<file path="config.mk">
export PLATFORM = sky130hd
export DESIGN_NAME = vrt_back
export DESIGN_NICKNAME = d
export VERILOG_FILES = /design/src/vrt_pkg.sv /design/src/vrt_back.sv
export SDC_FILE = /design/constraint.sdc
export NUM_CORES = 2
export LEC_CHECK = 0
export ABC_AREA = 0
export BUFFER_PORTS_ARGS = -buffer_cell sky130_fd_sc_hd__buf_4
export CAP_MARGIN = 20
export CORE_MARGIN = 5
export CORE_UTILIZATION = 53
export DETAILED_ROUTE_END_ITERATION = 8
export MAX_ROUTING_LAYER = met4
export PLACE_DENSITY = 0.86
export SYNTH_ARGS = -nofsm -noshare
export SYNTH_HDL_FRONTEND = slang
export SYNTH_SLANG_ARGS = --single-unit
export TNS_END_PERCENT = 10
</file>
<file path="constraint.sdc">
create_clock -name clock -period 8.3 [get_ports clock]
set_clock_uncertainty 0.15 [all_clocks]
set_input_delay 0.83 -clock clock [delete_from_list [all_inputs] [get_ports clock]]
set_output_delay 0.83 -clock clock [all_outputs]
set_load 0.01 [all_outputs]
</file>
<file path="src/vrt_pkg.sv">
// ----------------------------------------------------------------------------
// vrt_pkg
// Shared constants and types of the 3D voxel traversal unit.
// ----------------------------------------------------------------------------
package vrt_pkg;

   localparam int MAX_CELLS = 64;
   localparam int COORD_W   = 24;
   localparam int CS_W      = 16;
   localparam int DIV_ITERS = COORD_W;
   localparam int IT_W      = $clog2(DIV_ITERS + 1);
   localparam int CNT_W     = $clog2(MAX_CELLS + 1);
   localparam int NC_W      = $clog2(MAX_CELLS) + CS_W + 1;
   localparam int DM_W      = COORD_W + 1;
   localparam int PROD_W    = NC_W + DM_W;
   localparam int TOTAL_W   = COORD_W + 3;

   typedef enum logic [2:0] {
      FE_IDLE,
      FE_DIV,
      FE_FIX,
      FE_MUL,
      FE_PUSH
   } fe_state_type;

   typedef enum logic {
      BE_IDLE,
      BE_RUN
   } be_state_type;

   // p[a][b] = next crossing of a times |d| of b; p[b][b] = cell size times |d| of b
   typedef struct packed {
      logic [2:0][COORD_W-1:0]       g;
      logic [2:0][2:0][PROD_W-1:0]   p;
      logic [2:0]                    inf;
      logic [2:0]                    sgn;
      logic [CNT_W-1:0]              n;
      logic                          cut;
   } seg_type;

endpackage

</file>
<file path="src/vrt_back.sv">
// ----------------------------------------------------------------------------
// vrt_back
// DDA walker: emits one cell per beat and advances the earliest-crossing axis.
// ----------------------------------------------------------------------------
module vrt_back (
   input  logic             clock,
   input  logic             reset,
   input  logic             seg_valid,
   output logic             seg_ready,
   input  vrt_pkg::seg_type seg,
   output logic             rsp_tvalid,
   input  logic             rsp_tready,
   output logic [71:0]      rsp_tdata,
   output logic             rsp_tlast,
   output logic             rsp_tuser
);
   import vrt_pkg::*;

   be_state_type                state_ff, state_in;
   logic [2:0][COORD_W-1:0]     g_ff;
   logic [2:0][2:0][PROD_W-1:0] p_ff;
   logic [2:0]                  inf_ff, sgn_ff;
   logic [CNT_W-1:0]            cnt_ff;
   logic                        cut_ff;
   logic                        vld_ff, vld_in;
   logic [71:0]                 dat_ff;
   logic                        lst_ff, trc_ff;
   logic                        fire, last;
   logic                        e01, e02, e12;
   logic [1:0]                  ax;

   assign fire = (state_ff == BE_RUN) && (!vld_ff || rsp_tready);
   assign last = (cnt_ff == CNT_W'(1));

   assign e01 = !inf_ff[0] && (inf_ff[1] || p_ff[0][1] < p_ff[1][0]);
   assign e02 = !inf_ff[0] && (inf_ff[2] || p_ff[0][2] < p_ff[2][0]);
   assign e12 = !inf_ff[1] && (inf_ff[2] || p_ff[1][2] < p_ff[2][1]);
   assign ax  = (e01 && e02) ? 2'd0 : (e12 ? 2'd1 : 2'd2);

   always_comb begin
      state_in  = state_ff;
      seg_ready = 1'b0;
      vld_in    = vld_ff && !rsp_tready;
      case (state_ff)
         BE_IDLE: begin
            seg_ready = 1'b1;
            if (seg_valid) state_in = BE_RUN;
         end
         BE_RUN: begin
            if (fire) begin
               vld_in = 1'b1;
               if (last) state_in = BE_IDLE;
            end
         end
         default: state_in = BE_IDLE;
      endcase
   end

   always_ff @(posedge clock) begin
      if (reset) begin
         state_ff <= BE_IDLE;
         vld_ff   <= 1'b0;
         cnt_ff   <= '0;
      end else begin
         state_ff <= state_in;
         vld_ff   <= vld_in;
         if (state_ff == BE_IDLE && seg_valid) begin
            cnt_ff <= seg.n;
         end else if (fire) begin
            cnt_ff <= cnt_ff - CNT_W'(1);
         end
      end
   end

   always_ff @(posedge clock) begin
      if (state_ff == BE_IDLE && seg_valid) begin
         g_ff   <= seg.g;
         p_ff   <= seg.p;
         inf_ff <= seg.inf;
         sgn_ff <= seg.sgn;
         cut_ff <= seg.cut;
      end else if (fire) begin
         dat_ff <= {g_ff[2], g_ff[1], g_ff[0]};
         lst_ff <= last;
         trc_ff <= last && cut_ff;
         if (!last) begin
            g_ff[ax] <= sgn_ff[ax] ? g_ff[ax] - COORD_W'(1) : g_ff[ax] + COORD_W'(1);
            for (int b = 0; b < 3; b++) begin
               if (b != int'(ax)) begin
                  p_ff[ax][b] <= p_ff[ax][b] + p_ff[b][b];
               end
            end
         end
      end
   end

   assign rsp_tvalid = vld_ff;
   assign rsp_tdata  = dat_ff;
   assign rsp_tlast  = lst_ff;
   assign rsp_tuser  = trc_ff;

   a_run_has_cells: assert property (@(posedge clock) disable iff (reset)
      (state_ff == BE_RUN) |-> (cnt_ff != '0))
      else $error("walker running with no cells left");
   a_trunc_on_last: assert property (@(posedge clock) disable iff (reset)
      (rsp_tvalid && rsp_tuser) |-> rsp_tlast)
      else $error("truncation flag off the final cell");
   a_last_ends_run: assert property (@(posedge clock) disable iff (reset)
      (fire && last) |=> (state_ff == BE_IDLE))
      else $error("walker did not stop after final cell");
   a_stall_holds: assert property (@(posedge clock) disable iff (reset)
      (rsp_tvalid && !rsp_tready) |=> (rsp_tvalid && $stable(rsp_tdata)))
      else $error("stalled cell changed");

endmodule

</file>
==> impl_metrics.env <==
export IMPL_fillCellCount=5621
export IMPL_rsz0062_at_grt="no"
export IMPL_crit_type="reg -> reg"
export IMPL_syn_area_per_cell_um2=10.06
export IMPL_coreArea_um2=71240
export IMPL_clock_sinks=594
export IMPL_cts_root_buf="clkbuf_16"
export IMPL_maxSlewHeadroom=0.3113
export IMPL_maxSlewViolCount=0
export IMPL_ff_latch_area_um2=17750
export IMPL_final_nets=5149
export IMPL_detail_route_antenna_nets=0
export IMPL_drive_gt1_frac=0.1799
export IMPL_min_period_over_period=0.9211
export IMPL_die_h_um=277.6
export IMPL_grt_first_pass_wirelength_um=192500
export IMPL_setup_viol=0
export IMPL_insertion_delay_ns=0.61
export IMPL_critPathLaunchType="flop"
export IMPL_cap_violations=0
export IMPL_overflow=0
export IMPL_p_sw_mw=6.460
export IMPL_via_per_inst=6.254
export IMPL_pwr_share_seq=0.301
export IMPL_netSwitchingFraction=0.4242
export IMPL_track_usage=0.3374
export IMPL_ys_top_cells_by_area="edfxtp_1 46%, ha_1 11%, a22o_1 5.0%"
export IMPL_status="completed"
export IMPL_hold_class="in -> reg"
export IMPL_num_rows=98
export IMPL_cts_resized=0
export IMPL_worstPathArrival_ns=7.81
export IMPL_die_x_um=277.6
export IMPL_port_buffers=597
export IMPL_wl_um=133200
export IMPL_min_period_ns=7.645
export IMPL_p_int_mw=8.768
export IMPL_syn_nets=4624
export IMPL_cp_end_kind="flop"
export IMPL_drt_iter0_markers=4203
export IMPL_antenna_found_initial=12
export IMPL_pin_count=598
export IMPL_combPwrFrac=0.505
export IMPL_clk_pin_slew_worst_paths_ns=0.06
export IMPL_clock_fmax_mhz=130.8
export IMPL_cts_tree="built"
export IMPL_hpwl_um=102700
export IMPL_die_area_um2=77060
export IMPL_synth_top_area_share=0.4628
export IMPL_multi_input_area_um2=18910
export IMPL_cts_hold_buf=0
export IMPL_ctsHtreeMaxLevel=3
export IMPL_drt_pass1_iterations=6
export IMPL_route_detailed_drc=0
export IMPL_final_setup_tns_ns=0
export IMPL_power_leakage_nw=19.53
export IMPL_tightest_slew_ns=1.031
export IMPL_fin_util=0.6401
export IMPL_worstPathRequired_ns=8.47
export IMPL_peakVddDrop_v=0.0002145
export IMPL_synth_edf_count=585
export IMPL_seq_area_frac_synth=0.4676
export IMPL_syn_area_um2=37950
export IMPL_syn2layout_area_growth_pct=20.15
export IMPL_grt_pass1_vias=31181
export IMPL_clockBufferDepth=3
export IMPL_ys_ff_latch=594
export IMPL_cts_setup_buffers=0
export IMPL_synth_ff_type="edfxtp_1"
export IMPL_hold_violations=0
export IMPL_yosysTopAreaCell="edfxtp_1"
export IMPL_num_vias=33196
export IMPL_start_util=0.5328
export IMPL_grt_max_degree=211
export IMPL_synth_warnings=0
export IMPL_cp_max_fo=28
export IMPL_netlist_instances=3771
export IMPL_synth_distinct_cells=82
export IMPL_pwr_share_clk=0.194
export IMPL_powerDensity_nw_per_um2=333.9
export IMPL_numCtsBuffers=66
export IMPL_wl_per_cell_um=25.09
export IMPL_gp_congestion=1.026
export IMPL_async_flop_share=0
[cells by family after synthesis]
group           Yosys count  share of synthesized area
compound gates         1196                     0.2029
simple gates           1037                     0.1241
flops                   594                     0.4676
buf+inv                 375                    0.03775
fa+ha+maj               331                     0.1099
xor+xnor                164                    0.03804
mux                      74                    0.01965
[cell type report]
| cell class | instances | area share |
|---|---|---|
| multi-input cells | 2802 | 0.4147 |
| flip-flops and latches | 594 | 0.3892 |
| repair buffers | 641 | 0.1068 |
| clock buffers | 81 | 0.03883 |
| well taps | 950 | 0.02607 |
| inverters | 191 | 0.01589 |
| clock inverters | 38 | 0.007902 |
| diodes | 11 | 0.0006036 |
[path summary, 6_finish.rpt]
kind,cells past startpoint,slack [ns],startpoint,end
worst max-delay path,22,0.65,p_ff[73],p_ff[94]
worst min-delay path,1,0.24,seg[12],inf_ff[1]
worst max register to register,22,0.65,p_ff[73],p_ff[94]
worst min register to register,0,0.30,g_ff[37],rsp_tdata[37]
[power by group through the flow]
stage | sequential [mW] | clock, mW | combinational [mW]
final | 4.59 | 2.96 | 7.68
after global routing | 4.61 | 3.10 | 8.36
after CTS | 4.56 | 2.97 | 7.52
after detailed placement | 4.62 | 0 | 7.46
after global placement | 4.60 | 0 | 7.30
after floorplan | 4.48 | 0 | 5.29
[synthesized netlist by cell type (52+ instances only)]
| cell type | n |
|---|---|
| edfxtp_1 | 585 |
| nand2_1 | 505 |
| o21ai_0 | 361 |
| ha_1 | 327 |
| a21oi_1 | 297 |
| a22o_1 | 218 |
| inv_1 | 191 |
| nor2_1 | 181 |
| clkbuf_1 | 160 |
| and2_1 | 157 |
| xnor2_1 | 93 |
| a21o_1 | 79 |
| mux2i_1 | 73 |
| xor2_1 | 70 |
| o31ai_1 | 52 |
[metal layers]
metal | vias to the layer above | routed length [µm] | part of all wire | track usage
li1 | 14987 | - | - | -
met1 | 15713 | 50510 | 0.38 | 0.4371
met2 | 2141 | 60340 | 0.45 | 0.5194
met3 | 355 | 15290 | 0.11 | 0.06514
met4 | 0 | 7019 | 0.053 | 0.1527
met5 | - | 0 | 0 | -
[flip-flops by register name, indices dropped and copies added, names as in the netlist]
signal	cells
rsp_tlast	1
cnt_ff	7
p_ff	432
inf_ff	3
rsp_tuser	1
state_ff	1
rsp_tdata	72
cut_ff	1
g_ff	72
rsp_tvalid	1
sgn_ff	3
[cell usage in the layout (no fill, tap or decap), types with 7 or more instances in the layout]
cell type,n
a22o_1,218
nand2b_1,21
nand4_1,29
a21oi_1,297
and3_1,13
a2111oi_0,7
ha_1,327
mux2i_1,73
nor3_1,31
o31ai_1,52
edfxtp_1,585
diode_2,11
clkinv_2,9
and4_1,9
clkbuf_16,68
nor2b_1,15
buf_4,637
nand2_1,503
xor2_1,70
o21bai_1,18
xnor2_1,93
clkbuf_1,11
a211oi_1,16
inv_1,190
and2_1,156
clkinv_1,11
dfxtp_1,9
a21boi_0,10
nor4_1,7
o21ai_1,11
a21o_1,79
o21ai_0,351
nor2_1,177
nand3_1,51
o21a_1,18
a31oi_1,21
[metrics by stage]
stage,instance area (µm²),cells,setup WS (ns),power (mW),hold slack [ns]
floorplan,37950,3771,0.3196,9.769,0.2757
global placement,43410,5177,1.076,11.90,0.2779
detailed placement,43440,5178,0.9655,12.07,0.2837
CTS,45570,5297,0.9408,15.06,0.2075
global route,45600,5307,0.4830,16.07,0.2288
finish,45600,5308,0.6549,15.23,0.2389
[worst max-delay path: stages (launching register included)]
cell,delay [ns]
edfxtp_1,0.39
ha_1,0.32
a21oi_1,0.24
o21ai_0,0.15
a221oi_1,0.60
o22ai_1,0.23
or4b_4,0.60
nor2_4,0.61
buf_4,0.41
o21ai_0,0.16
ha_1,0.35
a21o_1,0.17
a21o_1,0.20
a311oi_1,0.57
a22oi_1,0.32
a21oi_1,0.32
o31a_1,0.34
o21bai_1,0.14
a221o_1,0.39
and3_1,0.20
o22ai_1,0.18
xor2_1,0.18
o21ai_0,0.10
(Power assumes the default switching activity.)
