**config.mk**
```make
export PLATFORM = sky130hd
export DESIGN_NAME = vrt_front
export DESIGN_NICKNAME = d
export VERILOG_FILES = /design/src/vrt_pkg.sv /design/src/vrt_front.sv
export SDC_FILE = /design/constraint.sdc
export NUM_CORES = 2
export LEC_CHECK = 0
export ABC_CLOCK_PERIOD_IN_PS = 17900
export BUFFER_PORTS_ARGS = -buffer_cell sky130_fd_sc_hd__buf_2
export CORE_ASPECT_RATIO = 0.6
export CORE_UTILIZATION = 55
export DETAILED_ROUTE_END_ITERATION = 6
export PLACE_DENSITY = 0.79
export REMOVE_ABC_BUFFERS = 1
export SYNTH_ARGS = -nofsm -noshare
export SYNTH_HDL_FRONTEND = slang
export SYNTH_SLANG_ARGS = --single-unit
```
**constraint.sdc**
```tcl
create_clock -name clock -period 17.9 [get_ports clock]
set_clock_uncertainty 0.1 [all_clocks]
set_input_delay 5.37 -clock clock [delete_from_list [all_inputs] [get_ports clock]]
set_output_delay 5.37 -clock clock [all_outputs]
set_load 0.02 [all_outputs]
```
**src/vrt_pkg.sv**
```systemverilog
// ----------------------------------------------------------------------------
// vrt_pkg
// Shared constants and types of the 3D voxel traversal unit.
// ----------------------------------------------------------------------------
package vrt_pkg;

   localparam int MAX_CELLS = 64;
   localparam int COORD_W   = 24;
   localparam int CS_W      = 16;
   localparam int DIV_ITERS = COORD_W;
   localparam int IT_W      = $clog2(DIV_ITERS + 1);
   localparam int CNT_W     = $clog2(MAX_CELLS + 1);
   localparam int NC_W      = $clog2(MAX_CELLS) + CS_W + 1;
   localparam int DM_W      = COORD_W + 1;
   localparam int PROD_W    = NC_W + DM_W;
   localparam int TOTAL_W   = COORD_W + 3;

   typedef enum logic [2:0] {
      FE_IDLE,
      FE_DIV,
      FE_FIX,
      FE_MUL,
      FE_PUSH
   } fe_state_type;

   typedef enum logic {
      BE_IDLE,
      BE_RUN
   } be_state_type;

   // p[a][b] = next crossing of a times |d| of b; p[b][b] = cell size times |d| of b
   typedef struct packed {
      logic [2:0][COORD_W-1:0]       g;
      logic [2:0][2:0][PROD_W-1:0]   p;
      logic [2:0]                    inf;
      logic [2:0]                    sgn;
      logic [CNT_W-1:0]              n;
      logic                          cut;
   } seg_type;

endpackage

```
**src/vrt_front.sv**
```systemverilog
// ----------------------------------------------------------------------------
// vrt_front
// Accepts a segment, finds start/end cells by serial division, derives the
// crossing products with one shared multiplier, hands the setup to the queue.
// ----------------------------------------------------------------------------
module vrt_front (
   input  logic                       clock,
   input  logic                       reset,
   input  logic [15:0]                cell_size,
   input  logic                       req_tvalid,
   output logic                       req_tready,
   input  logic [143:0]               req_tdata,
   output logic                       seg_valid,
   input  logic                       seg_ready,
   output vrt_pkg::seg_type           seg
);
   import vrt_pkg::*;

   fe_state_type                state_ff, state_in;
   logic [IT_W-1:0]             it_ff, it_in;
   logic [1:0]                  ma_ff, ma_in, mb_ff, mb_in;
   logic [CS_W-1:0]             c_ff;
   logic [5:0][COORD_W-1:0]     raw_ff;
   logic [5:0][COORD_W-1:0]     num_ff;
   logic [5:0][CS_W-1:0]        rem_ff;
   logic [5:0][COORD_W-1:0]     num_in;
   logic [5:0][CS_W-1:0]        rem_in;
   logic [2:0][COORD_W-1:0]     g_ff;
   logic [2:0][DM_W-1:0]        dm_ff;
   logic [2:0][CS_W:0]          near_ff;
   logic [2:0]                  inf_ff, sgn_ff;
   logic [CNT_W-1:0]            n_ff;
   logic                        cut_ff;
   logic [2:0][2:0][PROD_W-1:0] p_ff;

   logic [2:0][COORD_W-1:0]     g_fix;
   logic [2:0][DM_W-1:0]        dm_fix;
   logic [2:0][CS_W:0]          near_fix;
   logic [2:0]                  inf_fix, sgn_fix;
   logic [TOTAL_W-1:0]          total_fix;
   logic [CS_W:0]               mul_a;
   logic [DM_W-1:0]             mul_b;
   logic [CS_W+DM_W:0]          mul_p;

   always_comb begin
      logic [CS_W:0] rt;
      for (int i = 0; i < 6; i++) begin
         rt = {rem_ff[i], num_ff[i][COORD_W-1]};
         if (rt >= {1'b0, c_ff}) begin
            rem_in[i] = CS_W'(rt - {1'b0, c_ff});
            num_in[i] = {num_ff[i][COORD_W-2:0], 1'b1};
         end else begin
            rem_in[i] = rt[CS_W-1:0];
            num_in[i] = {num_ff[i][COORD_W-2:0], 1'b0};
         end
      end
   end

   always_comb begin
      logic signed [COORD_W+1:0] ga, gb, df;
      logic [COORD_W+1:0]        ad;
      logic signed [DM_W-1:0]    d;
      logic [CS_W-1:0]           fr;
      total_fix = TOTAL_W'(1);
      for (int a = 0; a < 3; a++) begin
         ga = raw_ff[a][COORD_W-1]
            ? -$signed({2'b00, num_ff[a]}) - $signed({(COORD_W+1)'(0), rem_ff[a] != '0})
            : $signed({2'b00, num_ff[a]});
         gb = raw_ff[a+3][COORD_W-1]
            ? -$signed({2'b00, num_ff[a+3]})
              - $signed({(COORD_W+1)'(0), rem_ff[a+3] != '0})
            : $signed({2'b00, num_ff[a+3]});
         df = ga - gb;
         ad = df[COORD_W+1] ? 26'(-df) : 26'(df);
         total_fix = total_fix + TOTAL_W'(ad);
         d = $signed({raw_ff[a+3][COORD_W-1], raw_ff[a+3]})
           - $signed({raw_ff[a][COORD_W-1], raw_ff[a]});
         if (!raw_ff[a][COORD_W-1] || rem_ff[a] == '0) begin
            fr = raw_ff[a][COORD_W-1] ? '0 : rem_ff[a];
         end else begin
            fr = c_ff - rem_ff[a];
         end
         g_fix[a]    = ga[COORD_W-1:0];
         sgn_fix[a]  = d[DM_W-1];
         inf_fix[a]  = (d == '0);
         dm_fix[a]   = d[DM_W-1] ? DM_W'(-d) : DM_W'(d);
         near_fix[a] = d[DM_W-1] ? {1'b0, fr} : ({1'b0, c_ff} - {1'b0, fr});
      end
   end

   assign mul_a = (ma_ff == mb_ff) ? {1'b0, c_ff} : near_ff[ma_ff];
   assign mul_b = dm_ff[mb_ff];
   assign mul_p = mul_a * mul_b;

   always_comb begin
      state_in   = state_ff;
      it_in      = it_ff;
      ma_in      = ma_ff;
      mb_in      = mb_ff;
      req_tready = 1'b0;
      seg_valid  = 1'b0;
      case (state_ff)
         FE_IDLE: begin
            req_tready = 1'b1;
            it_in      = '0;
            if (req_tvalid) begin
               state_in = FE_DIV;
            end
         end
         FE_DIV: begin
            it_in = it_ff + IT_W'(1);
            if (it_ff == IT_W'(DIV_ITERS - 1)) begin
               state_in = FE_FIX;
            end
         end
         FE_FIX: begin
            ma_in    = '0;
            mb_in    = '0;
            state_in = FE_MUL;
         end
         FE_MUL: begin
            if (mb_ff == 2'd2) begin
               mb_in = '0;
               ma_in = ma_ff + 2'd1;
               if (ma_ff == 2'd2) begin
                  state_in = FE_PUSH;
               end
            end else begin
               mb_in = mb_ff + 2'd1;
            end
         end
         FE_PUSH: begin
            seg_valid = 1'b1;
            if (seg_ready) begin
               state_in = FE_IDLE;
            end
         end
         default: state_in = FE_IDLE;
      endcase
   end

   always_ff @(posedge clock) begin
      if (reset) begin
         state_ff <= FE_IDLE;
         it_ff    <= '0;
         ma_ff    <= '0;
         mb_ff    <= '0;
      end else begin
         state_ff <= state_in;
         it_ff    <= it_in;
         ma_ff    <= ma_in;
         mb_ff    <= mb_in;
      end
   end

   always_ff @(posedge clock) begin
      if (state_ff == FE_IDLE && req_tvalid) begin
         c_ff <= (cell_size == '0) ? CS_W'(1) : cell_size;
         for (int i = 0; i < 6; i++) begin
            raw_ff[i] <= req_tdata[COORD_W*i +: COORD_W];
            num_ff[i] <= req_tdata[COORD_W*i+COORD_W-1]
                       ? COORD_W'(-req_tdata[COORD_W*i +: COORD_W])
                       : req_tdata[COORD_W*i +: COORD_W];
            rem_ff[i] <= '0;
         end
      end else if (state_ff == FE_DIV) begin
         num_ff <= num_in;
         rem_ff <= rem_in;
      end
      if (state_ff == FE_FIX) begin
         g_ff    <= g_fix;
         dm_ff   <= dm_fix;
         near_ff <= near_fix;
         inf_ff  <= inf_fix;
         sgn_ff  <= sgn_fix;
         cut_ff  <= total_fix > TOTAL_W'(MAX_CELLS);
         n_ff    <= (total_fix > TOTAL_W'(MAX_CELLS)) ? CNT_W'(MAX_CELLS)
                                                      : total_fix[CNT_W-1:0];
      end
      if (state_ff == FE_MUL) begin
         p_ff[ma_ff][mb_ff] <= PROD_W'(mul_p);
      end
   end

   assign seg.g   = g_ff;
   assign seg.p   = p_ff;
   assign seg.inf = inf_ff;
   assign seg.sgn = sgn_ff;
   assign seg.n   = n_ff;
   assign seg.cut = cut_ff;

endmodule

```
==> impl_metrics.py <==
metrics = {
    "clock_network": {
        "cts_made_buffers": 98,
        "clk_pin_slew_worst_paths_ps": 70,
        "postCtsSetupRepairBufs": 0,
        "cts_tree": "built",
        "cts_resized": 0,
        "cts.sinks": 1002,
        "ctsHoldBuffers": 0,
        "cts_max_path_buffers": 3,
        "clock_latency_ps": 780,
        "htree_levels": 3,
        "root_buffer": "clkbuf_16",
    },
    "global_route": {
        "antenna_found_initial": 59,
        "grt_max_degree": 102,
        "grt_overflow": 0,
        "grt_pass1_wl_um": 387000,
        "grt_use_total": 0.344,
        "grt_pass1_vias": 63492,
    },
    "timing": {
        "hold_viol_final": 0,
        "final_max_slew_viol_count": 0,
        "rsz0062_at_grt": "no",
        "max_clock_freq_ghz": 0.0880,
        "setup_viol": 0,
        "period_minus_slack_ps": 11370,
        "slew_headroom": 0.0130,
        "period_share": 0.635,
        "worst_pin_slew_ps": 1440,
    },
    "route": {
        "drc_errors": 2,
        "dr_total_vias": 67521,
        "antenna_left": 0,
        "first_pass_iters": 7,
        "drt_iter0_markers": 8883,
        "routed_wl_um": 258000,
        "wl_per_cell_um": 23.7,
        "via_per_inst": 6.20,
    },
    "status": {
        "violations": "DRC, capacitance limit",
        "status": "finished, violations left",
    },
    "synthesis": {
        "ys_seq_area_frac": 0.361,
        "yosys-top-cells-count": "898 x inv_1, 894 x edfxtp_1, 804 x nand2_1",
        "avgSynthCellArea_um2": 9.70,
        "syn_area_um2": 80300,
        "ys_warn_count": 0,
        "synth.distinct_cells": 100,
        "synth-edff-count": 894,
        "syn_inst": 8283,
        "yosysTopAreaCellShare": 0.334,
        "synthArstFlopShare": 0,
        "ys_ff_latch": 1002,
        "ys.flop_type": "edfxtp_1",
        "yosysMostFrequentCell": "inv_1",
        "yosys.area.top_type": "edfxtp_1",
        "yosys-top-cells-area": "edfxtp_1 33%, ha_1 10%, fa_1 9.7%",
    },
    "worst_setup_path": {
        "cp_cell_sequence": "xnor2_1, nand2_1, mux2i_1, nor2_1, fa_1, fa_1, ha_1, inv_1, fa_1, inv_1, fa_1, fa_1, ha_1, and4_1, a21oi_1, nand2_1, o21ai_0, buf_4, o31a_1, o211ai_1, a21oi_1, nor2_1, o41ai_1, xnor2_1",
        "critPathKind": "reg -> reg",
        "cp_slowest_cell": "mux2i_1",
        "end_kind": "flip-flop",
        "cp_slowest_stage_delay_ps": 1440,
        "cpMostUsedCell": "fa_1",
        "cp.required_ps": 18230,
        "start_kind": "flip-flop",
        "worstPathMaxFanout": 27,
        "cp.arrival_ps": 11700,
    },
    "layout": {
        "nets": 10056,
        "area_delta_synth_final_pct": 10.8,
        "drive_gt1_frac": 0.111,
        "fill_cells": 11775,
        "stdcell_area_um2": 89000,
    },
    "placement": {
        "dpl_cell_area_um2": 85500,
        "io_buffers": 629,
        "gp_congestion": 1.07,
        "hpwlAfterDp_um": 198000,
    },
    "die": {
        "fp.dieArea_um2": 148000,
        "fp.coreArea_um2": 145000,
        "rows": 108,
        "start_util": 0.555,
        "io_pins": 684,
        "die_width_um": 495,
        "die_h_um": 298,
    },
    "job": {
        "drv_cap": 1,
    },
    "min_path": {
        "hold_path.class": "reg -> reg",
    },
}
[sequential cells by signal (all words and copies together) (netlist names), 3 cells and up]
signal,flops
dm_ff,75
inf_ff,3
sgn_ff,3
near_ff,51
rem_ff,96
n_ff,7
seg,450
c_ff,16
it_ff,5
state_ff,3
raw_ff,144
num_ff,144
[worst max-delay path: cells and delay by family, from the launching register on]
kind / cells / cell delay (ps)
compound gates: 6 / 2020
xor+xnor: 2 / 1340
fa+ha+maj: 7 / 3140
buf+inv: 3 / 330
flops: 1 / 700
mux: 1 / 1440
simple gates: 5 / 1940
[per-layer routing]
layer  track usage  vias up  share of wire
met5       0.00974        -         0.0017
met1         0.500    32532           0.42
met4         0.124       38          0.038
met3         0.106      607           0.13
li1              -    30149              -
met2         0.479     4195           0.41
[cells in the final DEF (no fill, tap or decap), types with 273 or more instances in the layout]
master    netlist  layout
buf_2           7     629
xnor2_1       406     404
fa_1          388     388
nand2_1       804     802
o21ai_0       514     510
ha_1          660     660
inv_1         898     897
xor2_1        273     273
nor2_1        506     503
edfxtp_1      894     894
a21oi_1       510     502
[final timing paths]
path | cells after the start | start | end | slack [ps]
setup / recovery | 24 | ma_ff[1]$_SDFFE_PP0P_ | seg[293]$_DFFE_PP_ | 6530
setup reg to reg | 24 | ma_ff[1]$_SDFFE_PP0P_ | seg[293]$_DFFE_PP_ | 6530
hold / removal | 2 | it_ff[1]$_SDFFE_PP0N_ | it_ff[1]$_SDFFE_PP0N_ | 380
hold reg to reg | 2 | it_ff[1]$_SDFFE_PP0N_ | it_ff[1]$_SDFFE_PP0N_ | 380
[through the flow]
stage               hold slack [ps]  instances  setup slack (ps)  setup TNS [ps]   util
floorplan                       343       8027             -4030         -716190      -
global placement                358      10668              7230               0  0.591
detailed placement              364      10669              7120               0  0.591
CTS                             374      10849              6970               0  0.615
global route                    411      10870              6100               0  0.615
finish                          379      10883              6530               0  0.615
[logic make-up (layout without fill, tap and decap cells)]
kind of cell / after synthesis / after routing / synth area share
mux: 204 / 204 / 0.0256
fa+ha+maj: 1048 / 1048 / 0.200
other cells: 1 / 88 / 0.0000467
simple gates: 2218 / 2218 / 0.131
xor+xnor: 680 / 680 / 0.0743
buf+inv: 1215 / 1803 / 0.0595
compound gates: 1915 / 1915 / 0.149
flops: 1002 / 1002 / 0.361
[final cells by class]
type	count	area (µm²)	share of cell area
multi-input combinational	6119	46900	0.527
inverter	906	3410	0.0383
clock buffer	105	2480	0.0278
sequential	1002	29000	0.326
timing repair buffer	717	3810	0.0428
antenna	34	85.1	0.000956
tap	1925	2410	0.0271
clock inverter	75	928	0.0104
Power is not shown: default switching activity piles up to over one toggle a cycle in this logic, so the estimate is an artifact.
