`src/vrt_pkg.sv`:
```
// ----------------------------------------------------------------------------
// vrt_pkg
// Shared constants and types of the 3D voxel traversal unit.
// ----------------------------------------------------------------------------
package vrt_pkg;

   localparam int MAX_CELLS = 64;
   localparam int COORD_W   = 24;
   localparam int CS_W      = 16;
   localparam int DIV_ITERS = COORD_W;
   localparam int IT_W      = $clog2(DIV_ITERS + 1);
   localparam int CNT_W     = $clog2(MAX_CELLS + 1);
   localparam int NC_W      = $clog2(MAX_CELLS) + CS_W + 1;
   localparam int DM_W      = COORD_W + 1;
   localparam int PROD_W    = NC_W + DM_W;
   localparam int TOTAL_W   = COORD_W + 3;

   typedef enum logic [2:0] {
      FE_IDLE,
      FE_DIV,
      FE_FIX,
      FE_MUL,
      FE_PUSH
   } fe_state_type;

   typedef enum logic {
      BE_IDLE,
      BE_RUN
   } be_state_type;

   // p[a][b] = next crossing of a times |d| of b; p[b][b] = cell size times |d| of b
   typedef struct packed {
      logic [2:0][COORD_W-1:0]       g;
      logic [2:0][2:0][PROD_W-1:0]   p;
      logic [2:0]                    inf;
      logic [2:0]                    sgn;
      logic [CNT_W-1:0]              n;
      logic                          cut;
   } seg_type;

endpackage

```
`src/vrt_queue.sv`:
```
// ----------------------------------------------------------------------------
// vrt_queue
// Two-entry queue of segment setups between front and back.
// ----------------------------------------------------------------------------
module vrt_queue (
   input  logic             clock,
   input  logic             reset,
   input  logic             wr_valid,
   output logic             wr_ready,
   input  vrt_pkg::seg_type wr_data,
   output logic             rd_valid,
   input  logic             rd_ready,
   output vrt_pkg::seg_type rd_data
);
   import vrt_pkg::*;

   seg_type    mem_ff [2];
   logic       wp_ff, rp_ff;
   logic [1:0] cnt_ff;
   logic       push, pop;

   assign wr_ready = (cnt_ff != 2'd2);
   assign rd_valid = (cnt_ff != 2'd0);
   assign rd_data  = mem_ff[rp_ff];
   assign push     = wr_valid && wr_ready;
   assign pop      = rd_valid && rd_ready;

   always_ff @(posedge clock) begin
      if (reset) begin
         wp_ff  <= 1'b0;
         rp_ff  <= 1'b0;
         cnt_ff <= '0;
      end else begin
         if (push) wp_ff <= ~wp_ff;
         if (pop)  rp_ff <= ~rp_ff;
         cnt_ff <= cnt_ff + {1'b0, push} - {1'b0, pop};
      end
   end

   always_ff @(posedge clock) begin
      if (push) begin
         mem_ff[wp_ff] <= wr_data;
      end
   end

endmodule

```
`config.mk`:
```
export PLATFORM = sky130hd
export DESIGN_NAME = vrt_queue
export DESIGN_NICKNAME = d
export VERILOG_FILES = /design/src/vrt_pkg.sv /design/src/vrt_queue.sv
export SDC_FILE = /design/constraint.sdc
export NUM_CORES = 1
export LEC_CHECK = 0
export BUFFER_PORTS_ARGS = -buffer_cell sky130_fd_sc_hd__buf_2
export CORE_AREA = 2 2 402 404
export CTS_BUF_LIST = sky130_fd_sc_hd__clkbuf_4 sky130_fd_sc_hd__clkbuf_8
export CTS_CLUSTER_SIZE = 8
export DETAILED_ROUTE_END_ITERATION = 16
export DIE_AREA = 0 0 404 406
export GPL_TIMING_DRIVEN = 1
export HOLD_SLACK_MARGIN = 0.03
export SLEW_MARGIN = 25
export SYNTH_ARGS = -nofsm -noshare
export SYNTH_HDL_FRONTEND = slang
export SYNTH_SLANG_ARGS = --single-unit
```
`constraint.sdc`:
```
create_clock -name clock -period 35.6 [get_ports clock]
set_clock_uncertainty 0.05 [all_clocks]
set_input_delay 1.78 -clock clock [delete_from_list [all_inputs] [get_ports clock]]
set_output_delay 1.78 -clock clock [all_outputs]
set_load 0.05 [all_outputs]
```
==> results of run 1 <==
[registers in the layout, summed over array words and instances, names as in the netlist, named ones only]
register	cells
mem_ff	1036
cnt_ff	2
rp_ff	1
wp_ff	1
[layout make-up]
| type | instances | area, um^2 | area share [%] |
|---|---|---|---|
| flip-flops and latches | 1041 | 31200 | 63.6 |
| clock buffers | 246 | 2970 | 6.06 |
| inverters | 1 | 3.75 | 0.00765 |
| clock inverters | 69 | 448 | 0.912 |
| multi-input cells | 536 | 6340 | 12.9 |
| diodes | 15 | 37.5 | 0.0765 |
| well taps | 2086 | 2610 | 5.32 |
| repair buffers | 1061 | 5460 | 11.1 |
[metal layers]
| metal | share of wire, % | up-vias |
|---|---|---|
| met4 | 3.4 | 16 |
| met1 | 36 | 10200 |
| met5 | 0.098 | - |
| met3 | 10 | 319 |
| met2 | 50 | 1013 |
| li1 | - | 8997 |
[through the flow]
stage                     power, mW  hold slack (ps)  area, um^2
after floorplan                2.78              431       38000
after global placement         2.98              451       45600
after detailed placement       2.99              462       45600
after CTS                      4.05              484       49000
after global routing           4.15              536       49100
final                          3.99              480       49100
[how the worst min path moves through the flow]
stage                     depth (start not counted)        end  startpoint
after floorplan                                   2  flip-flop       rp_ff
after global placement                            2      rp_ff       rp_ff
after detailed placement                          2      rp_ff       rp_ff
after CTS                                         2      rp_ff       rp_ff
after global routing                              2      rp_ff       rp_ff
final                                             2      rp_ff       rp_ff
[cells in the final DEF (no fill, tap or decap), drive strengths merged]
cell,netlist,routed
o21a,1,1
buf,58,1061
clkinv,0,52
clkbuf,0,246
nor2,5,5
xor2,1,1
clkinvlp,0,8
ha,2,2
nand2b,1,1
mux2,519,519
or2,1,1
xnor2,2,2
edfxtp,1036,1036
nor2b,2,2
and3,1,1
bufinv,0,4
dfxtp,5,5
diode,0,15
inv,1,6
nand2,1,1
[kinds of logic after synthesis]
| kind of cell | after synthesis | share of synthesized area (%) |
|---|---|---|
| compound gates | 1 | 0.0198 |
| xor+xnor | 3 | 0.0692 |
| fa+ha+maj | 2 | 0.0659 |
| buf+inv | 59 | 1.18 |
| flops | 1041 | 82.2 |
| mux | 519 | 16.4 |
| simple gates | 11 | 0.142 |
[cells in the mapped netlist, drive strengths merged]
cell | number | area share (%)
o21a | 1 | 0.020
nor2 | 5 | 0.049
and3 | 1 | 0.016
nor2b | 2 | 0.033
xnor2 | 2 | 0.046
dfxtp | 5 | 0.26
nand2b | 1 | 0.016
inv | 1 | 0.0099
nand2 | 1 | 0.0099
mux2 | 519 | 16
or2 | 1 | 0.016
buf | 58 | 1.2
xor2 | 1 | 0.023
ha | 2 | 0.066
edfxtp | 1036 | 82
[worst max-delay path: cells and delay by family (launching register included)]
| family | cells | cell delay (ps) |
|---|---|---|
| multiplexers | 1 | 410 |
| buffers and inverters | 6 | 3310 |
| flip-flops | 1 | 600 |
[power breakdown]
| part | switching (mW) | internal, mW | total (mW) |
|---|---|---|---|
| Combinational | 1.01 | 0.359 | 1.37 |
| Sequential | 0.0368 | 1.54 | 1.58 |
| Clock | 0.478 | 0.567 | 1.05 |
| Total | 1.52 | 2.47 | 3.99 |
==> summary.md, run 1 <==
| Metric | Value |
|---|---|
| Status | completed |
| Pre-CTS WS | 29090 ps |
| Setup bufs post-CTS | 0 |
| Syn avg cell area | 23.2 um^2 |
| Max Clk Rate | 0.134 GHz |
| Rel. slew slack | 22.0% |
| Worst hold path type | flip-flop to flip-flop |
| Register area share after synthesis | 82.2% |
| I/O Buffers | 1041 |
| Reg-to-Reg Start | cnt_ff[0] |
| Fill cells | 15800 |
| Post-cts repair resize count | 0 |
| Syn nets | 2160 |
| Core ar. | 160000 um^2 |
| Die Height | 406 um |
| Clk_lat worst skew | 890 ps |
| Final setup fails | 0 |
| Max H-tree Level | 4 |
| IR drop worst, VDD | 0.0462 mV |
| Final nets | 3343 |
| First-pass GRT wire length | 150000 um |
| Row count | 147 |
| Max stage delay on crit path | 830 ps |
| Met1 Use GR | 13.9% |
| First-pass DRT Iterations | 4 |
| DR WL/cell | 22.1 um |
| CP Class | flip-flop to output port |
| Die W | 404 um |
| Synthesis-to-finish area growth | 29.2% |
| CP required | 33770 ps |
| Finished Layout Cells | 5055 |
| Clock period minus worst slack | 7440 ps |
| CP max FO | 108 |
| Drc violations | 0 |
| Fin. Hold Viols | 0 |
| CP endpoint | rd_data[288] |
| Clock sinks | 1041 |
| Synthesized instance count | 1636 |
| Reg2Reg Setup Slack | 31160 ps |
| Clk buf depth | 3 |
| Detailed-route vias per instance | 4.07 |
| Max-Cap Viols | 0 |
| Root buf cell | clkbuf_8 |
| Vias in the first global route | 20900 |
| Pins Over Slew Limit | 0 |
| Leak | 18.0 nW |
| Met2 Use GR | 22.3% |
| Vias | 20600 |
| TritonCTS Buffers | 178 |
| Detailed Route WL | 112000 um |
| Drt initial violations | 1265 |
| Critical path's slowest cell | buf_4 |
| Worst-path cell chain | buf_12 > buf_16 > buf_4 > buf_4 > buf_4 > mux2_2 > buf_2 |
| CP arrival | 5610 ps |
| Fin crit share | 20.9% |
| YS warnings | 0 |
| Tightest Pin Transition | 1170 ps |
| Routability Congestion | 0.878 |
| Post-Syn Area | 38000 um^2 |
| Hold Buf Count CTS | 0 |
| Tot GR Track Use | 13.0% |
| Core Util, Final | 30.7% |
| Worst-path clk slew | 60 ps |
| CP most frequent cell | buf_4 |
| Fin worst setup slack | 28160 ps |
| Starting density of the core | 23.8% |
| Worst r2r path cells | 7 |
| CTS tree | yes |
| Most Crowded Layer GR | met2 |
| PwrDens | 81.3 nW/um^2 |
| Placed insts | 4723 |
| Critical Path Start Type | flip-flop |
| M3 GR Usage | 5.79% |
| Critical R2R Capture | mem_ff[0][206] |
| Die Area | 164000 um^2 |
| Setup TNS | 0 ps |
| Layout cells sized above 1 | 62.8% |
| Antenna Nets Post-Route | 0 |
| Io pins | 1042 |
| Largest net degree at the start of global routing | 167 |
| Initial antenna violation count | 90 |
| Overflow after GRT | 0 |
| Unrepaired setup endpoints after global routing | no |
| Hpwl dp | 80900 um |
| Distinct cells, synth | 18 |
| Yosys reg bits | 1041 |
| Endpoint type of the worst setup path | output port |
Note: power is estimated with default switching activity, not from simulation.
==> run 2: changes to the inputs <==
Settings changed: CORE_AREA 2 2 402 404 to 2 2 400 402, DIE_AREA 0 0 404 406 to 0 0 402 404.
Clock period 35.6 ns to 6.1 ns, I/O delays scaled along.
==> run 2 against run 1 <==
Against the previous run: via count up 16%; clock power rose to 6.1 times the previous value; critical endpoint is now rd_data[292]; sequential share of layout area down 9.7 points; worst setup slack worse by 26000 ps; wire length up 7.0%; combinational power rose to 6.2 times the previous value; sequential power rose to 5.8 times the previous value; highest routed layer unchanged; power rose to 6.1 times the previous value; count of clock-buffer cells in the layout down 4.
==> summary.md, run 2 (synthesis results as in run 1) <==
| Metric | Value |
|---|---|
| Vias | 23800 (+16%) |
| Rel. slew slack | 22.9% (+0.90 points) |
| DR WL/cell | 20.2 um (-8.5%) |
| Tightest Pin Transition | 1160 ps (-13.4 ps) |
| Synthesis-to-finish area growth | 52.5% |
| Io pins | 1042 (unchanged) |
| Finished Layout Cells | 5914 (+17%) |
| I/O Buffers | 1041 (unchanged) |
| Row count | 146 (-0.68%) |
| Min-delay src | wr_data[480] |
| Comb power frac | 35.3% (+1.0 points) |
| Detailed-route vias per instance | 4.03 (-0.95%) |
| Initial antenna violation count | 46 (-49%) |
| Final Power | 24.2 mW (+510%) |
| Clk_lat worst skew | 840 ps (-50 ps) |
| Max Clk Rate | 0.282 GHz |
| Worst-path clk slew | 60 ps (about the same) |
| Sequential share of power | 38.1% (-1.5 points) |
| Uppermost layer routed | met5 |
| CTS tree | yes |
| CP arrival | 3190 ps (-2420 ps) |
| Starting density of the core | 24.1% (+0.27 points) |
| Wire length on met2 | 61600 um (+9.5%) |
| Post-cts repair resize count | 0 (unchanged) |
| Reg-to-Reg Start | cnt_ff[0] |
| Hpwl dp | 80400 um (-0.66%) |
| Int Pwr | 15.0 mW (+510%) |
| Vias in the first global route | 25900 (+24%) |
| Switching Power | 9.27 mW (+510%) |
| Overflow after GRT | 0 (unchanged) |
| Placed insts | 4709 (-0.30%) |
| Final nets | 4201 (+26%) |
| Hold Buf Count CTS | 856 (+856) |
| Clock period minus worst slack | 3540 ps |
| CP required | 5740 ps (-28030 ps) |
| Fin. Hold Viols | 0 (unchanged) |
| Tot GR Track Use | 14.1% (+1.1 points) |
| Pre-CTS WS | 3450 ps (-25640 ps) |
| Unrepaired setup endpoints after global routing | no |
| Status | completed |
| Worst hold path type | primary input to flip-flop |
| Core ar. | 158000 um^2 (-1.1%) |
| Most common cell after layout, fill and taps aside | buf_2 |
| CP max FO | 116 (+7.4%) |
| Routability Congestion | 0.901 (+2.6%) |
| Most frequent cells in the layout | buf_2, edfxtp_1, dlygate4sd3_1 |
| Clk buf depth | 3 (unchanged) |
| Detailed Route WL | 119000 um (+7.0%) |
| Drt initial violations | 1272 (+0.55%) |
| Setup TNS | 0 ps (unchanged) |
| Antenna Nets Post-Route | 0 (unchanged) |
| Final hold slack | 161 ps (-319 ps) |
| Drc violations | 0 (unchanged) |
| Pins Over Slew Limit | 0 (unchanged) |
| Die Height | 404 um (-0.49%) |
| CP Class | flip-flop to output port |
| Max H-tree Level | 4 (unchanged) |
| Root buf cell | clkbuf_8 |
| Proportion of power drawn by the clock network | 26.6% (+0.4 points) |
| Layout cells sized above 1 | 49.0% (-14 points) |
| Routed wl met3 | 12000 um (+6.3%) |
| Fin crit share | 58.1% |
| Final setup fails | 0 (unchanged) |
| Die W | 402 um (-0.50%) |
| Clock sinks | 1041 (unchanged) |
| IR drop worst, VDD | 0.284 mV (+520%) |
| Fin worst setup slack | 2560 ps (-25600 ps) |
| First-pass GRT wire length | 167000 um (+12%) |
| Setup bufs post-CTS | 0 (unchanged) |
| Max reg flops | 1036 (unchanged) |
| First-pass DRT Iterations | 5 (+1) |
| Met1 wire length | 41400 um (+3.0%) |
| TritonCTS Buffers | 182 (+2.2%) |
| Reg with most FFs | mem_ff |
| Max-Cap Viols | 0 (unchanged) |
| Sw frac | 38.2% (+0.061 points) |
| Critical Path Start Type | flip-flop |
| Top flop regs | mem_ff x1036, cnt_ff x2 |
| Die Area | 162000 um^2 (-0.99%) |
| Leak | 21.8 nW (+21%) |
| Endpoint type of the worst setup path | output port |
| Largest net degree at the start of global routing | 137 (-18%) |
| PwrDens | 418 nW/um^2 (+410%) |
## run 2: changes by cell type in the layout (fill, tap and decap cells not counted), sizes merged
cell         change
buf              -2
clkinvlp         -2
dlygate4sd3    +856
clkbuf           -4
clkinv          +16
diode            +2
bufinv           +3
inv              +4
## run 2: layout make-up
cell class	instances	area [um^2]
Fill cell	14800	99900
Tap cell	2072	2590
Sequential cell	1041	31200
Timing Repair Buffer	1915	14100
Antenna cell	17	42.5
Clock inverter	90	693
Inverter	1	3.75
Multi-Input combinational cell	536	6360
Clock buffer	242	2960
## run 2: stage by stage
step / instance area [um^2] / utilization [%]
finish: 57900 / 36.7
global route: 57900 / 36.7
CTS: 57900 / 36.7
detailed placement: 45700 / 28.9
global placement: 45700 / 28.9
floorplan: 38000 / -
## run 2: final timing paths
path               endpoint  slack [ps]  cells past startpoint
min          mem_ff[0][480]         160                      2
min reg2reg           rp_ff         480                      2
max            rd_data[292]        2560                      3
max reg2reg  mem_ff[1][434]        3710                      3
## run 2: critical path, stage by stage (launching register included)
cell,delay [ps]
dfxtp_4,820
buf_12,440
mux2_2,420
buf_2,210
## run 2: power by group through the flow
stage	clock network [mW]	registers, mW	logic, mW
6_report	6.45	9.23	8.56
3_3_place_gp	0	9.33	8.13
5_1_grt	6.96	9.31	8.92
4_1_cts	6.67	9.23	8.62
2_1_floorplan	0	9.55	6.15
3_5_place_dp	0	9.37	8.13
## run 2: per-layer routing
layer	global-route usage, %	vias to the layer above
li1	-	10700
met1	14.1	11800
met2	24.9	978
met3	6.56	291
met4	6.02	20
met5	0.119	-
